--- src/rtl/bdeq_pkg.sv ---
`default_nettype none

package bdeq_pkg;

    // fixed field widths of the channels
    localparam int VALUE_W  = 32;
    localparam int CFG_W    = 7;
    localparam int STATUS_W = 2;

    // capacity after reset
    localparam logic [CFG_W-1:0] CAP_RESET = 7'd64;

    typedef enum logic [1:0] {
        CMD_PUSH_BACK  = 2'd0,
        CMD_PUSH_FRONT = 2'd1,
        CMD_POP_FRONT  = 2'd2,
        CMD_POP_BACK   = 2'd3
    } t_cmd;

    typedef enum logic [STATUS_W-1:0] {
        ST_DONE    = 2'd0,
        ST_REFUSED = 2'd1,
        ST_EMPTY   = 2'd2
    } t_status;

endpackage

`default_nettype wire

--- src/rtl/bdeq_if.sv ---
`default_nettype none

// command channel
interface bdeq_cmd_if;
    import bdeq_pkg::*;

    logic                 valid;
    logic                 ready;
    t_cmd                 cmd;
    logic signed [31:0]   value;

    modport source (output valid, output cmd, output value, input ready);
    modport sink   (input valid, input cmd, input value, output ready);
endinterface

// result channel
interface bdeq_res_if;
    import bdeq_pkg::*;

    logic                 valid;
    logic                 ready;
    logic signed [31:0]   value_out;
    t_status              status;
    logic                 is_full;
    logic                 is_empty;

    modport source (output valid, output value_out, output status, output is_full,
                    output is_empty, input ready);
    modport sink   (input valid, input value_out, input status, input is_full,
                    input is_empty, output ready);
endinterface

// capacity write channel
interface bdeq_cfg_if;
    import bdeq_pkg::*;

    logic                 valid;
    logic                 ready;
    logic [6:0]           capacity;

    modport source (output valid, output capacity, input ready);
    modport sink   (input valid, input capacity, output ready);
endinterface

`default_nettype wire

--- src/rtl/bdeq_ram.sv ---
`default_nettype none

module bdeq_ram #(
    parameter int WIDTH = 32,
    parameter int DEPTH = 64
) (
    input  wire logic                       i_clk,
    input  wire logic                       i_we,
    input  wire logic                       i_re,
    input  wire logic [$clog2(DEPTH)-1:0]   i_addr,
    input  wire logic [WIDTH-1:0]           i_wdata,
    output logic      [WIDTH-1:0]           o_rdata
);

    logic [WIDTH-1:0] r_mem [DEPTH];
    logic [WIDTH-1:0] r_rdata;

    always_ff @(posedge i_clk) begin
        if (i_we) begin
            r_mem[i_addr] <= i_wdata;
        end
        // read data holds until the next read
        if (i_re) begin
            r_rdata <= r_mem[i_addr];
        end
    end

    assign o_rdata = r_rdata;

endmodule

`default_nettype wire

--- src/rtl/bounded_array_deque.sv ---
`default_nettype none

// channel   | dir | transaction when      | payload
// ----------+-----+-----------------------+----------------------------------------
// i_cfg     | in  | valid && ready        | capacity (always ready)
// i_cmd     | in  | valid && ready        | cmd, value
// o_res     | out | valid && ready        | value_out, status, is_full, is_empty
//
// one command per cycle while results drain; every command gives one result, passing
// the read stage and then the output register (pointer update and slot access, then the slot read data)
// pointers live in flops, elements in a single-port ram with registered read data
// a held result stalls the read stage, which in turn holds ready low on i_cmd
// synchronous active-low reset empties the queue and sets capacity to its reset value;
// slot contents are not cleared, pops only reach slots written since reset

module bounded_array_deque #(
    parameter int DEPTH     = 64,
    parameter int DATA_BITS = 32
) (
    input  wire logic   i_clk,
    input  wire logic   i_rst_n,
    bdeq_cfg_if.sink    i_cfg,
    bdeq_cmd_if.sink    i_cmd,
    bdeq_res_if.source  o_res
);
    import bdeq_pkg::*;

    // slot address and pointer widths; pointers are kept as position plus one
    localparam int AW      = $clog2(DEPTH);
    localparam int CNT_W   = $clog2(DEPTH + 1);
    localparam int EW      = (CNT_W > CFG_W) ? CNT_W : CFG_W;
    // stored element bits: the value field is 32 bits wide at most
    localparam int STORE_W = (DATA_BITS < VALUE_W) ? DATA_BITS : VALUE_W;

    // configuration
    logic [CFG_W-1:0]   r_cap;
    logic [EW-1:0]      cap_ext;
    logic [EW-1:0]      cap_eff;

    // pointers: front_ptr + 1 and rear_ptr + 1, both zero when empty after reset
    logic [CNT_W-1:0]   r_front;
    logic [CNT_W-1:0]   r_rear;
    logic [CNT_W-1:0]   n_front;
    logic [CNT_W-1:0]   n_rear;

    // ram access of the accepted command
    logic               ram_we;
    logic               ram_re;
    logic [AW-1:0]      ram_addr;
    logic [STORE_W-1:0] ram_wdata;
    logic [STORE_W-1:0] ram_rdata;

    // command decode
    logic               cmd_fire;
    logic               full_now;
    logic               empty_now;
    logic               pop_ok;
    t_status            cmd_status;

    // read stage: waits for the registered ram data
    logic               r_s1_valid;
    logic               r_s1_pop;
    t_status            r_s1_status;
    logic               r_s1_full;
    logic               r_s1_empty;
    logic               s1_adv;

    // output register
    logic               r_out_valid;
    logic [VALUE_W-1:0] r_out_value;
    t_status            r_out_status;
    logic               r_out_full;
    logic               r_out_empty;
    logic [VALUE_W-1:0] s1_value;

    // ---------------------------------------------------------------------
    // capacity register, clamped to one .. DEPTH when used
    // ---------------------------------------------------------------------
    assign i_cfg.ready = 1'b1;

    always_ff @(posedge i_clk) begin
        if (!i_rst_n) begin
            r_cap <= CAP_RESET;
        end else if (i_cfg.valid) begin
            r_cap <= i_cfg.capacity;
        end
    end

    assign cap_ext = EW'(r_cap);

    always_comb begin
        if (r_cap == '0) begin
            cap_eff = EW'(1);
        end else if (cap_ext > EW'(DEPTH)) begin
            cap_eff = EW'(DEPTH);
        end else begin
            cap_eff = cap_ext;
        end
    end

    // ---------------------------------------------------------------------
    // command stage: decide, move at most one pointer, issue at most one slot access
    // ---------------------------------------------------------------------
    assign s1_adv       = r_s1_valid && (!r_out_valid || o_res.ready);
    assign i_cmd.ready  = !r_s1_valid || s1_adv;
    assign cmd_fire     = i_cmd.valid && i_cmd.ready;

    // full once rear_ptr reaches capacity - 1, also when capacity was lowered below fill
    assign full_now  = EW'(r_rear) >= cap_eff;
    assign empty_now = r_front == r_rear;
    assign ram_wdata = STORE_W'(i_cmd.value);

    always_comb begin
        n_front    = r_front;
        n_rear     = r_rear;
        cmd_status = ST_DONE;
        pop_ok     = 1'b0;
        ram_we     = 1'b0;
        ram_re     = 1'b0;
        ram_addr   = r_rear[AW-1:0];
        unique case (i_cmd.cmd)
            CMD_PUSH_BACK: begin
                if (full_now) begin
                    cmd_status = ST_REFUSED;
                end else begin
                    // new rear slot is the old rear_ptr + 1
                    ram_we   = cmd_fire;
                    ram_addr = r_rear[AW-1:0];
                    n_rear   = r_rear + CNT_W'(1);
                end
            end
            CMD_PUSH_FRONT: begin
                // front room exists only after front pops
                if (r_front == '0) begin
                    cmd_status = ST_REFUSED;
                end else begin
                    ram_we   = cmd_fire;
                    ram_addr = AW'(r_front - CNT_W'(1));
                    n_front  = r_front - CNT_W'(1);
                end
            end
            CMD_POP_FRONT: begin
                if (empty_now) begin
                    cmd_status = ST_EMPTY;
                end else begin
                    pop_ok   = 1'b1;
                    ram_re   = cmd_fire;
                    ram_addr = r_front[AW-1:0];
                    n_front  = r_front + CNT_W'(1);
                end
            end
            CMD_POP_BACK: begin
                if (empty_now) begin
                    cmd_status = ST_EMPTY;
                end else begin
                    // read the rear slot, then step back
                    pop_ok   = 1'b1;
                    ram_re   = cmd_fire;
                    ram_addr = AW'(r_rear - CNT_W'(1));
                    n_rear   = r_rear - CNT_W'(1);
                end
            end
            default: begin
                cmd_status = ST_DONE;
            end
        endcase
    end

    always_ff @(posedge i_clk) begin
        if (!i_rst_n) begin
            r_front <= '0;
            r_rear  <= '0;
        end else if (cmd_fire) begin
            r_front <= n_front;
            r_rear  <= n_rear;
        end
    end

    // one access per cycle and the write lands before any later read is issued,
    // so a pop right after a push of the same slot sees the new element
    bdeq_ram #(
        .WIDTH (STORE_W),
        .DEPTH (DEPTH)
    ) u_slots (
        .i_clk   (i_clk),
        .i_we    (ram_we),
        .i_re    (ram_re),
        .i_addr  (ram_addr),
        .i_wdata (ram_wdata),
        .o_rdata (ram_rdata)
    );

    // ---------------------------------------------------------------------
    // read stage: flags of the step travel beside the ram read
    // ---------------------------------------------------------------------
    always_ff @(posedge i_clk) begin
        if (!i_rst_n) begin
            r_s1_valid <= 1'b0;
        end else if (cmd_fire) begin
            r_s1_valid <= 1'b1;
        end else if (s1_adv) begin
            r_s1_valid <= 1'b0;
        end
    end

    always_ff @(posedge i_clk) begin
        if (cmd_fire) begin
            r_s1_pop    <= pop_ok;
            r_s1_status <= cmd_status;
            r_s1_full   <= EW'(n_rear) >= cap_eff;
            r_s1_empty  <= n_front == n_rear;
        end
    end

    // popped element, all ones for a pop on empty, zero for pushes
    always_comb begin
        if (r_s1_pop) begin
            s1_value = VALUE_W'(ram_rdata);
        end else if (r_s1_status == ST_EMPTY) begin
            s1_value = '1;
        end else begin
            s1_value = '0;
        end
    end

    // ---------------------------------------------------------------------
    // output register
    // ---------------------------------------------------------------------
    always_ff @(posedge i_clk) begin
        if (!i_rst_n) begin
            r_out_valid <= 1'b0;
        end else if (s1_adv) begin
            r_out_valid <= 1'b1;
        end else if (o_res.ready) begin
            r_out_valid <= 1'b0;
        end
    end

    always_ff @(posedge i_clk) begin
        if (s1_adv) begin
            r_out_value  <= s1_value;
            r_out_status <= r_s1_status;
            r_out_full   <= r_s1_full;
            r_out_empty  <= r_s1_empty;
        end
    end

    assign o_res.valid     = r_out_valid;
    assign o_res.value_out = r_out_value;
    assign o_res.status    = r_out_status;
    assign o_res.is_full   = r_out_full;
    assign o_res.is_empty  = r_out_empty;

`ifndef SYNTHESIS
    // stored span never inverts
    a_ptr_order: assert property (@(posedge i_clk) disable iff (!i_rst_n)
        r_front <= r_rear)
        else $error("front pointer passed rear pointer");

    // rear never leaves the array
    a_rear_bound: assert property (@(posedge i_clk) disable iff (!i_rst_n)
        r_rear <= CNT_W'(DEPTH))
        else $error("rear pointer beyond depth");

    // a successful pop reaches the read stage with a ram read behind it
    a_pop_read: assert property (@(posedge i_clk) disable iff (!i_rst_n)
        cmd_fire && pop_ok |=> r_s1_valid && r_s1_pop)
        else $error("pop lost its slot read");

    // a pop on empty leaves the queue empty and returns all ones
    a_empty_flag: assert property (@(posedge i_clk) disable iff (!i_rst_n)
        r_out_valid && r_out_status == ST_EMPTY |-> r_out_empty && r_out_value == '1)
        else $error("empty pop result inconsistent");

    // a refused push gives zero and never moves a pointer
    a_refused: assert property (@(posedge i_clk) disable iff (!i_rst_n)
        cmd_fire && cmd_status == ST_REFUSED |=> $stable(r_front) && $stable(r_rear))
        else $error("refused push moved a pointer");
`endif

endmodule

`default_nettype wire
--- src/flat_wrapper.sv ---
// flat-port wrapper written by rule: the top's interface ports become plain ports
module bounded_array_deque_flat import bdeq_pkg::*;
#(
    parameter int DEPTH     = 64,
    parameter int DATA_BITS = 32
)
  (i_clk, i_rst_n, i_cfg_valid, i_cfg_capacity, i_cfg_ready, i_cmd_valid, i_cmd_cmd, i_cmd_value, i_cmd_ready, o_res_valid, o_res_value_out, o_res_status, o_res_is_full, o_res_is_empty, o_res_ready);
  bdeq_cfg_if i_cfg_i ();
  bdeq_cmd_if i_cmd_i ();
  bdeq_res_if o_res_i ();
  input  wire logic i_clk;
  input  wire logic i_rst_n;
  input wire logic [$bits(i_cfg_i.valid)-1:0] i_cfg_valid;
  input wire logic [$bits(i_cfg_i.capacity)-1:0] i_cfg_capacity;
  output wire logic [$bits(i_cfg_i.ready)-1:0] i_cfg_ready;
  input wire logic [$bits(i_cmd_i.valid)-1:0] i_cmd_valid;
  input wire logic [$bits(i_cmd_i.cmd)-1:0] i_cmd_cmd;
  input wire logic [$bits(i_cmd_i.value)-1:0] i_cmd_value;
  output wire logic [$bits(i_cmd_i.ready)-1:0] i_cmd_ready;
  output wire logic [$bits(o_res_i.valid)-1:0] o_res_valid;
  output wire logic [$bits(o_res_i.value_out)-1:0] o_res_value_out;
  output wire logic [$bits(o_res_i.status)-1:0] o_res_status;
  output wire logic [$bits(o_res_i.is_full)-1:0] o_res_is_full;
  output wire logic [$bits(o_res_i.is_empty)-1:0] o_res_is_empty;
  input wire logic [$bits(o_res_i.ready)-1:0] o_res_ready;
  assign i_cfg_i.valid = i_cfg_valid;
  assign i_cfg_i.capacity = i_cfg_capacity;
  assign i_cfg_ready = i_cfg_i.ready;
  assign i_cmd_i.valid = i_cmd_valid;
  assign i_cmd_i.cmd = i_cmd_cmd;
  assign i_cmd_i.value = i_cmd_value;
  assign i_cmd_ready = i_cmd_i.ready;
  assign o_res_valid = o_res_i.valid;
  assign o_res_value_out = o_res_i.value_out;
  assign o_res_status = o_res_i.status;
  assign o_res_is_full = o_res_i.is_full;
  assign o_res_is_empty = o_res_i.is_empty;
  assign o_res_i.ready = o_res_ready;
  bounded_array_deque #(.DEPTH(DEPTH), .DATA_BITS(DATA_BITS)) u_core (.i_clk(i_clk), .i_rst_n(i_rst_n), .i_cfg(i_cfg_i), .i_cmd(i_cmd_i), .o_res(o_res_i));
endmodule
--- config.mk ---
export PLATFORM = sky130hd
export DESIGN_NAME = bounded_array_deque_flat
export DESIGN_NICKNAME = d
export VERILOG_FILES = /design/src/rtl/bdeq_pkg.sv /design/src/rtl/bdeq_if.sv /design/src/rtl/bdeq_ram.sv /design/src/rtl/bounded_array_deque.sv /design/src/flat_wrapper.sv
export SDC_FILE = /design/constraint.sdc
export NUM_CORES = 2
export LEC_CHECK = 0
export BUFFER_PORTS_ARGS = -buffer_cell sky130_fd_sc_hd__buf_2
export CAP_MARGIN = 20
export CORE_UTILIZATION = 32
export DETAILED_ROUTE_END_ITERATION = 8
export GPL_ROUTABILITY_DRIVEN = 1
export PLACE_DENSITY_LB_ADDON = 0.08
export SYNTH_ARGS = -nofsm -noshare
export SYNTH_HDL_FRONTEND = slang
export SYNTH_SLANG_ARGS = --single-unit
--- constraint.sdc ---
create_clock -name i_clk -period 4.97 [get_ports i_clk]
set_input_delay 0.2485 -clock i_clk [delete_from_list [all_inputs] [get_ports i_clk]]
set_output_delay 0.2485 -clock i_clk [all_outputs]
set_load 0.02 [all_outputs]
==> impl_metrics.ini <==
[outcome]
status = finished, final reports clean

[clock_tree]
clock_latency_ps = 880
clkTransAtPathRegs_ps = 60
cts_buffers = 232
postCtsResizedCells = 0
h-tree-depth = 4
root_buffer = clkbuf_16
clockBufferDepth = 3
cts_tree = built
cts_sinks = 2144

[worst_setup_path]
r2r_start = u_core.r_front[3]
r2r_end = u_core.u_slots.o_rdata[8]
critPathCaptureType = register
reg2regPathDepth = 12
crit_required_ps = 5600
crit_fanout = 34
crit_type = register to register
crit_path_start_kind = register
cp_data_arrival_time_ps = 5200
r2r_slack_ps = 400

[yosys]
ys.flop_type = edfxtp_1
synth_cell_types = 65
avgSynthCellArea_um2 = 22.33
async_flop_share_pct = 0
synth-seq-cells = 2144
yosysWarnings = 0
syn_nets = 3738
ys_seq_area_share_pct = 78.27
syn_area_um2 = 81960
syn_inst = 3670
synth_edf_count = 2121

[timing]
slew_headroom_pct = 31.12
finalHoldViolCount = 0
setup-tns-final_ps = 0
tightest_slew_ps = 1033
fin_ws_ps = 404.6
period_share_pct = 91.86
post-route-min-period_ps = 4565
finalSetupViolCount = 0
drv_slew = 0
rsz0062_at_grt = no
fmax_mhz = 219.0
fin_skew_ps = 51.22

[placement]
dpl.hpwl_um = 145200
portBuffers = 83
gp_congestion = 0.7623
dp_slack_ps = 117.1
placedCellCount = 7224

[cells_and_area]
layout-drive-gt1-share_pct = 30.85
nNetsFinal = 4220
finalNonFillerCells = 7719
fillerInstances = 22810
layout_commonest_cell = edfxtp_1
seqCellArea_um2 = 64150
syn2layout_area_growth_pct = 19.71
finish.utilization_pct = 38.57
multi_input_area_um2 = 17340
layout_common_cells = edfxtp_1, mux4_2, a22oi_1

[hold_path]
holdPathStages = 2
hold_path_startpoint = i_cmd_value[9]
hold_path_class = input pin to register
min_to = u_core.u_slots.r_mem[4][9]

[grt]
use_met2_pct = 33.52
grt_pass1_vias = 42470
grtUsageMet3_pct = 2.569
grt_overflow = 0
grt_use_total_pct = 20.03
grtUsageMet1_pct = 28.09
busiest_layer = met2
grt_pass1_wl_um = 355900
grt_max_degree = 87
antenna_found_initial = 13

[drt]
drc = 0
wl_per_cell_um = 33.35
vias_per_cell = 5.256
dr.pass1.iters = 5
vias = 40570
ant_nets = 0
totalWireLength_um = 257400
drt-initial-drc-count = 3598

[power_and_ir_drop]
power.leakage_nw = 30.74
power_density_nw_per_um2 = 427.3
p_total_w = 0.04193
ir_worst_vdd_mv = 0.4060

[floorplan]
initial_core_util_pct = 32.22
io_pins = 85
fp.dieArea_um2 = 258200
fp.dieH_um = 508.1
fp-row-count = 185
chipWidth_um = 508.1
core_um2 = 254400

[flow_run]
cap_violations = 0
## worst max-delay path by stage
stage	startpoint	end	slack (ps)	cells after the start
after floorplan	u_core.r_front[0]	u_core.u_slots.r_mem[62][0]	460	14
after global placement	i_cmd_cmd[1]	u_core.u_slots.o_rdata[17]	140	14
after detailed placement	i_cmd_cmd[1]	u_core.u_slots.o_rdata[17]	120	14
after CTS	u_core.r_front[0]	u_core.u_slots.o_rdata[17]	210	13
after global routing	u_core.r_front[3]	u_core.u_slots.o_rdata[17]	140	12
final	u_core.r_front[3]	u_core.u_slots.o_rdata[8]	400	12
## cell usage after synthesis, types with 22 or more instances
library cell / count / share of area, %
nor2_1: 84 / 0.38
nand4_1: 69 / 0.53
ha_1: 22 / 0.34
edfxtp_1: 2121 / 78
nand2_1: 64 / 0.29
a21o_1: 36 / 0.33
clkbuf_1: 128 / 0.59
dfxtp_1: 23 / 0.56
or2_1: 32 / 0.24
mux4_2: 512 / 14
a22oi_1: 262 / 2.4
buf_2: 63 / 0.38
## through the flow
stage	area (um^2)	hold WS, ps
floorplan	81960	347.4
global placement	89920	412.2
detailed placement	89960	408.9
CTS	97780	1.944
global route	98110	48.03
finish	98120	57.67
## worst max-delay path: stages (launching register included)
cell,delay [ps]
dfxtp_1,610
xnor2_1,200
and4_1,290
and4_1,210
o31ai_1,90
buf_4,200
o21ai_4,620
buf_12,360
buf_12,240
mux4_2,320
a22oi_1,440
nand4_1,370
or2_1,340
## kinds of logic after synthesis
| family | after synthesis | synth area share [%] |
|---|---|---|
| AO/OA/AOI/OAI | 409 | 3.667 |
| XOR/XNOR | 15 | 0.1603 |
| adder cells (fa/ha/maj) | 22 | 0.3358 |
| buffers and inverters | 233 | 1.301 |
| flip-flops | 2144 | 78.27 |
| multiplexers | 519 | 14.16 |
| other | 1 | 0.004575 |
| AND/OR/NAND/NOR | 327 | 2.108 |
## report_power, final
group	switching (W)	internal [W]
clock	0.00726	0.00978
sequential	0.0000965	0.0201
combinational	0.00271	0.00201
total	0.0101	0.0319
## sequential cells by signal (all words and copies together), names as in the netlist
signal                  count
u_core.r_s1_pop             1
u_core.o_res.is_empty       1
u_core.o_res.is_full        1
u_core.o_res.status         2
u_core.u_slots.r_mem     2048
u_core.r_s1_empty           1
u_core.r_front              7
u_core.cap_ext              7
u_core.r_rear               7
u_core.r_s1_valid           1
u_core.u_slots.o_rdata     32
u_core.o_res.value_out     32
u_core.r_s1_status          2
u_core.r_s1_full            1
u_core.o_res.valid          1
## layer usage
layer  vias to the layer above  share of wire [%]
met5                         -                  0
met4                         0                1.5
met3                       273                3.8
met2                       962                 49
met1                     22590                 45
li1                      16750                  -
## final cells by class
cell class | count | share of cell area, %
multi-input combinational | 1293 | 17.68
tap | 3366 | 4.292
clock buffer | 285 | 6.228
antenna | 6 | 0.01530
inverter | 21 | 0.08034
clock inverter | 144 | 1.364
sequential | 2144 | 65.38
timing repair buffer | 460 | 4.958
## timing repair
action,in CTS,in global routing
endpoints found under the setup margin,0,1
setup buffers,0,5
hold endpoints to repair,196,440
hold buffers,37,9
No activity file was read; power rests on OpenSTA's default activity.
